==> src/design/tri_ang_pkg.sv <==
// ----------------------------------------------------------------------------
// Triangle angle package
// Shared widths, request and result types, and the arctangent table used by
// the angle lanes.
// ----------------------------------------------------------------------------
package tri_ang_pkg;

	localparam int SIDE_BITS  = 16;
	localparam int ANGLE_BITS = 16;

	localparam int PROD_W   = 2 * SIDE_BITS;
	localparam int DEN_W    = PROD_W + 1;
	localparam int REM_W    = PROD_W + 2;
	localparam int Q_FRAC   = 30;
	localparam int SQ_W     = 62;
	localparam int SQRT_N   = 31;
	localparam int CR_W     = 34;
	localparam int CORDIC_N = 32;

	localparam int LAT_FRONT = 2;
	localparam int LAT_LANE  = 1 + Q_FRAC + 1 + SQRT_N + 1 + CORDIC_N + 1;
	localparam int LAT_TOTAL = LAT_FRONT + LAT_LANE + 1;

	typedef struct packed {
		logic [SIDE_BITS-1:0] side_a;
		logic [SIDE_BITS-1:0] side_b;
		logic [SIDE_BITS-1:0] side_c;
	} req_t;

	typedef struct packed {
		logic [ANGLE_BITS:0] angle_a;
		logic [ANGLE_BITS:0] angle_b;
		logic [ANGLE_BITS:0] angle_c;
		logic                invalid;
	} res_t;

	typedef struct packed {
		logic             neg;
		logic [REM_W-1:0] mag;
		logic [DEN_W-1:0] den;
	} lane_in_t;

	function automatic logic [31:0] atan_entry(input logic [4:0] idx);
		logic [31:0] v;
		case (idx)
			5'd0:    v = 32'h20000000;
			5'd1:    v = 32'h12E4051E;
			5'd2:    v = 32'h09FB385B;
			5'd3:    v = 32'h051111D4;
			5'd4:    v = 32'h028B0D43;
			5'd5:    v = 32'h0145D7E1;
			5'd6:    v = 32'h00A2F61E;
			5'd7:    v = 32'h00517C55;
			5'd8:    v = 32'h0028BE53;
			5'd9:    v = 32'h00145F2F;
			5'd10:   v = 32'h000A2F98;
			5'd11:   v = 32'h000517CC;
			5'd12:   v = 32'h00028BE6;
			5'd13:   v = 32'h000145F3;
			5'd14:   v = 32'h0000A2FA;
			5'd15:   v = 32'h0000517D;
			5'd16:   v = 32'h000028BE;
			5'd17:   v = 32'h0000145F;
			5'd18:   v = 32'h00000A30;
			5'd19:   v = 32'h00000518;
			5'd20:   v = 32'h0000028C;
			5'd21:   v = 32'h00000146;
			5'd22:   v = 32'h000000A3;
			5'd23:   v = 32'h00000051;
			5'd24:   v = 32'h00000029;
			5'd25:   v = 32'h00000014;
			5'd26:   v = 32'h0000000A;
			5'd27:   v = 32'h00000005;
			5'd28:   v = 32'h00000003;
			5'd29:   v = 32'h00000001;
			5'd30:   v = 32'h00000001;
			default: v = 32'h00000000;
		endcase
		return v;
	endfunction

endpackage

==> src/design/tri_ang_front.sv <==
// ----------------------------------------------------------------------------
// Triangle angle front end
// Forms the side products, the validity check and, for each lane, the
// magnitude and sign of the cosine numerator and its denominator.
// ----------------------------------------------------------------------------
module tri_ang_front import tri_ang_pkg::*; (
	input  logic     clk,
	input  req_t     req,
	output lane_in_t lane [3],
	output logic     bad
);

	logic [PROD_W-1:0] aa_s1, bb_s1, cc_s1, ab_s1, ac_s1, bc_s1;
	logic              bad_s1;
	lane_in_t          lane_s2 [3];
	logic              bad_s2;
	logic [SIDE_BITS:0] sa, sb, sc;
	logic [PROD_W:0]   sum_a, sum_b, sum_c;

	assign sa = {1'b0, req.side_a};
	assign sb = {1'b0, req.side_b};
	assign sc = {1'b0, req.side_c};

	always_ff @(posedge clk) begin
		aa_s1  <= req.side_a * req.side_a;
		bb_s1  <= req.side_b * req.side_b;
		cc_s1  <= req.side_c * req.side_c;
		ab_s1  <= req.side_a * req.side_b;
		ac_s1  <= req.side_a * req.side_c;
		bc_s1  <= req.side_b * req.side_c;
		bad_s1 <= (req.side_a == '0) || (req.side_b == '0) || (req.side_c == '0) ||
			(sa > sb + sc) || (sb > sa + sc) || (sc > sa + sb);
	end

	assign sum_a = {1'b0, bb_s1} + {1'b0, cc_s1};
	assign sum_b = {1'b0, aa_s1} + {1'b0, cc_s1};
	assign sum_c = {1'b0, aa_s1} + {1'b0, bb_s1};

	function automatic lane_in_t make_lane(input logic [PROD_W:0] sum,
			input logic [PROD_W-1:0] pp, input logic [PROD_W-1:0] uv);
		lane_in_t  l;
		logic [PROD_W:0] p;
		p     = {1'b0, pp};
		l.neg = sum < p;
		l.mag = l.neg ? REM_W'(p - sum) : REM_W'(sum - p);
		l.den = {uv, 1'b0};
		return l;
	endfunction

	always_ff @(posedge clk) begin
		lane_s2[0] <= make_lane(sum_a, aa_s1, bc_s1);
		lane_s2[1] <= make_lane(sum_b, bb_s1, ac_s1);
		lane_s2[2] <= make_lane(sum_c, cc_s1, ab_s1);
		bad_s2     <= bad_s1;
	end

	assign lane = lane_s2;
	assign bad  = bad_s2;

endmodule

==> config.mk <==
export PLATFORM = sky130hd
export DESIGN_NAME = tri_ang_front
export DESIGN_NICKNAME = d
export VERILOG_FILES = /design/src/design/tri_ang_pkg.sv /design/src/design/tri_ang_front.sv
export SDC_FILE = /design/constraint.sdc
export NUM_CORES = 2
export LEC_CHECK = 0
export BUFFER_PORTS_ARGS = -buffer_cell sky130_fd_sc_hd__buf_2
export CAP_MARGIN = 15
export CORE_ASPECT_RATIO = 0.75
export CORE_MARGIN = 4
export CORE_UTILIZATION = 35
export DETAILED_ROUTE_END_ITERATION = 10
export GPL_TIMING_DRIVEN = 0
export PLACE_DENSITY = 0.6
export SLEW_MARGIN = 20
export SYNTH_ARGS = -nofsm -noshare
export SYNTH_HDL_FRONTEND = slang
export SYNTH_SLANG_ARGS = --single-unit
==> constraint.sdc <==
create_clock -name clk -period 6.7 [get_ports clk]
set_clock_uncertainty 0.05 [all_clocks]
set_input_delay 0.67 -clock clk [delete_from_list [all_inputs] [get_ports clk]]
set_output_delay 0.67 -clock clk [all_outputs]
set_load 0.1 [all_outputs]
==> qor.json <==
{
  "final_net_count": 10500,
  "grt_overflow": 0,
  "cell_count_after_synthesis": 8052,
  "finalHoldViolations": 0,
  "design.die.area_mm2": 0.209,
  "max_cap_violations": 0,
  "clk_transition_reported_paths_ns": 0.06,
  "place_congestion": 1.04,
  "placementRows": 142,
  "cts_hold_buffers": 0,
  "cts.root.buffer_cell": "sky130_fd_sc_hd__clkbuf_16",
  "finalMaxSlewViolations": 0,
  "postSynth.topFlopCell": "sky130_fd_sc_hd__dfxtp_1",
  "timing.critical_path.to_type": "flip-flop",
  "status": "finished clean",
  "slew-limit-headroom_pct": 16.9,
  "setup_viols_final": 0,
  "mappedNetlistArea_mm2": 0.0705,
  "synth-edff-count": 0,
  "postLayoutCoreUtil_pct": 39.4,
  "grt_start_max_net_pins": 20,
  "fin_crit_sh_pct": 99.3,
  "critPathMaxFanout": 14,
  "fp.coreArea_mm2": 0.200,
  "rsz0062_at_grt": "yes",
  "grt_pass1_vias": 57900,
  "ys.warnings.count": 0,
  "fp.dieH_um": 397,
  "r2r_setup_slack_ns": 0.22,
  "synth_area_per_cell_um2": 8.76,
  "synthDominantCellAreaShare_pct": 30.5,
  "final_layout_size_suffix_gt1_share_pct": 9.02,
  "post-dp-hpwl_mm": 216,
  "hp-class": "input pin to flip-flop",
  "initial_core_util_pct": 35.2,
  "ys_async_sr_fraction_pct": 0,
  "finalCriticalPeriod_ns": 6.65,
  "timing.fmax_mhz": 150,
  "wl_per_cell_um": 23.4,
  "cts_inserted_buffers": 45,
  "fillCellCount": 20400,
  "crit_path_launch": "req[28]",
  "antenna_found_initial": 43,
  "timing.critical_path.arrival_ns": 7.20,
  "io-pin-count": 254,
  "ys_top_cells_by_count": "sky130_fd_sc_hd__inv_1 (1711), sky130_fd_sc_hd__fa_1 (1075), sky130_fd_sc_hd__ha_1 (994), sky130_fd_sc_hd__nand2_1 (781), sky130_fd_sc_hd__dfxtp_1 (392)",
  "worst_r2r_path_depth": 24,
  "synth_area_leaders": "sky130_fd_sc_hd__fa_1 (31%), sky130_fd_sc_hd__ha_1 (18%), sky130_fd_sc_hd__dfxtp_1 (11%)",
  "critPathLaunchType": "input pin",
  "endpoint_of_the_worst_setup_timing_path": "bb_s1[29]",
  "tritoncts": "done",
  "worstReg2RegEnd": "lane[59]",
  "count_of_routing_violations_after_the_opening_detailed_route_iteration": 5231,
  "avgViaCountPerCell": 5.20,
  "worstMarginPinSlew_ns": 1.25,
  "drtAntennaViolNets": 0,
  "synth_most_common_cell": "sky130_fd_sc_hd__inv_1",
  "die_width_um": 526,
  "groute.usage.overall_pct": 24.6,
  "area_delta_synth_final_pct": 11.9,
  "seq_area_frac_synth_pct": 11.1,
  "timing.critical_path.required_ns": 7.25,
  "synthDominantAreaCellType": "sky130_fd_sc_hd__fa_1",
  "totalWireLength_mm": 260,
  "critical_path.reg2reg.startpoint": "aa_s1[16]",
  "clock_insertion_delay_at_the_later_pin_of_the_skew_report_ns": 0.69,
  "drt-pass1-iter-count": 8,
  "cts-root-to-sink-buffers": 3,
  "via_count": 57700,
  "drc": 0,
  "h-tree-depth": 2,
  "grt_pass1_wl_mm": 380,
  "port-buffer-count": 250,
  "clk_sink_count": 392,
  "post_synth_num_cell_types": 99,
  "yosys_register_bits": 392,
  "path_class": "input pin to flip-flop"
}
## sequential cells by signal, indices dropped and copies added, names as in the netlist
register / flops
cc_s1: 31
bb_s1: 31
aa_s1: 31
ab_s1: 32
lane: 201
ac_s1: 32
bad: 1
bc_s1: 32
bad_s1: 1
## stage by stage
| step | area (um^2) | setup TNS [ns] | hold slack [ns] | setup slack, ns | std cells |
|---|---|---|---|---|---|
| 2_1_floorplan | 70500 | -0.0122 | 0.260 | -0.0122 | 8054 |
| 3_3_place_gp | 75100 | -212.38 | 0.264 | -2.68 | 11000 |
| 3_5_place_dp | 75100 | -181.47 | 0.262 | -2.46 | 11000 |
| 4_1_cts | 77900 | 0 | 0.178 | 0.000742 | 11000 |
| 5_1_grt | 78800 | -0.112 | 0.206 | -0.0380 | 11100 |
| 6_report | 78900 | 0 | 0.232 | 0.0494 | 11100 |
## worst max-delay path: stages
cell,delay (ns)
sky130_fd_sc_hd__buf_4,0.34
sky130_fd_sc_hd__clkbuf_4,0.42
sky130_fd_sc_hd__nand2_1,0.17
sky130_fd_sc_hd__fa_1,0.51
sky130_fd_sc_hd__fa_1,0.54
sky130_fd_sc_hd__inv_1,0.06
sky130_fd_sc_hd__fa_1,0.48
sky130_fd_sc_hd__fa_1,0.51
sky130_fd_sc_hd__fa_1,0.49
sky130_fd_sc_hd__inv_1,0.05
sky130_fd_sc_hd__fa_1,0.47
sky130_fd_sc_hd__inv_1,0.06
sky130_fd_sc_hd__ha_4,0.29
sky130_fd_sc_hd__o211ai_1,0.15
sky130_fd_sc_hd__nand2_1,0.14
sky130_fd_sc_hd__a21oi_2,0.08
sky130_fd_sc_hd__a41oi_4,0.25
sky130_fd_sc_hd__a211oi_4,0.13
sky130_fd_sc_hd__o31a_1,0.37
sky130_fd_sc_hd__a311o_1,0.44
sky130_fd_sc_hd__o21bai_1,0.20
sky130_fd_sc_hd__a21oi_2,0.10
sky130_fd_sc_hd__xnor2_2,0.23
## kinds of logic after synthesis
kind of cell | Yosys count | share of synthesized area (%)
compound gates | 1238 | 11.6
xor+xnor | 404 | 5.02
simple gates | 1878 | 12.6
flops | 392 | 11.1
mux | 37 | 0.536
other cells | 1 | 0.00532
fa+ha+maj | 2069 | 48.2
buf+inv | 2033 | 11.0
## worst min path at each step
stage	from	to	slack, ns	cells past startpoint
6_report	req[16]	bb_s1[0]	0.23	1
5_1_grt	req[16]	bb_s1[0]	0.21	1
3_5_place_dp	ac_s1[14]	lane[83]	0.26	0
3_3_place_gp	bc_s1[13]	lane[150]	0.26	0
2_1_floorplan	bad_s1	bad	0.26	0
4_1_cts	req[16]	bb_s1[0]	0.18	1
## final cells by class
| cell class | instances | area (um^2) | area share, % |
|---|---|---|---|
| multi-input cells | 5629 | 55400 | 70.2 |
| flip-flops and latches | 392 | 7850 | 9.95 |
| inverters | 1727 | 6540 | 8.29 |
| well taps | 2664 | 3330 | 4.23 |
| plain buffers | 286 | 2300 | 2.91 |
| repair buffers | 298 | 1880 | 2.38 |
| clock buffers | 56 | 1200 | 1.52 |
| clock inverters | 24 | 337 | 0.427 |
| diodes | 19 | 47.5 | 0.0603 |
## cell usage in the layout, fill, tap and decap left out, types with 24 or more instances in the layout
| cell | Yosys | final |
|---|---|---|
| sky130_fd_sc_hd__nand3_1 | 76 | 75 |
| sky130_fd_sc_hd__inv_1 | 1711 | 1705 |
| sky130_fd_sc_hd__buf_4 | 11 | 95 |
| sky130_fd_sc_hd__buf_6 | 2 | 44 |
| sky130_fd_sc_hd__nand4_1 | 35 | 35 |
| sky130_fd_sc_hd__clkbuf_4 | 0 | 49 |
| sky130_fd_sc_hd__nor2b_1 | 56 | 55 |
| sky130_fd_sc_hd__a31oi_1 | 34 | 24 |
| sky130_fd_sc_hd__mux2i_1 | 31 | 31 |
| sky130_fd_sc_hd__nand2b_1 | 47 | 47 |
| sky130_fd_sc_hd__nor2_1 | 324 | 322 |
| sky130_fd_sc_hd__nand2_1 | 781 | 780 |
| sky130_fd_sc_hd__dfxtp_1 | 392 | 390 |
| sky130_fd_sc_hd__xor2_1 | 130 | 129 |
| sky130_fd_sc_hd__and2_1 | 378 | 378 |
| sky130_fd_sc_hd__o21ai_0 | 189 | 183 |
| sky130_fd_sc_hd__fa_1 | 1075 | 1075 |
| sky130_fd_sc_hd__a21o_1 | 232 | 232 |
| sky130_fd_sc_hd__nor3_1 | 56 | 56 |
| sky130_fd_sc_hd__clkbuf_16 | 0 | 50 |
| sky130_fd_sc_hd__o21bai_1 | 59 | 57 |
| sky130_fd_sc_hd__xnor2_1 | 274 | 269 |
| sky130_fd_sc_hd__ha_1 | 994 | 988 |
| sky130_fd_sc_hd__clkbuf_2 | 0 | 49 |
| sky130_fd_sc_hd__a211oi_1 | 40 | 33 |
| sky130_fd_sc_hd__buf_8 | 1 | 26 |
| sky130_fd_sc_hd__a21oi_1 | 385 | 375 |
| sky130_fd_sc_hd__buf_2 | 14 | 228 |
| sky130_fd_sc_hd__o21a_1 | 59 | 59 |
| sky130_fd_sc_hd__clkbuf_1 | 270 | 65 |
| sky130_fd_sc_hd__and3_1 | 39 | 39 |
| sky130_fd_sc_hd__o211ai_1 | 26 | 26 |
## layer usage
layer	vias up	track usage [%]	routed length [um]
met5	-	0.184	303
met4	10	6.44	8080
met3	358	7.22	30000
met2	2697	35.7	106000
met1	28700	35.3	115000
li1	25900	-	-
## timing repair
item,4_1_cts,5_1_grt
pin swaps,4,29
setup buffers,13,33
cloned,0,2
endpoints found under the setup margin,123,112
gates resized for setup,420,320
Power is not shown: default switching activity piles up to over one toggle a cycle in this logic, so the estimate is an artifact.
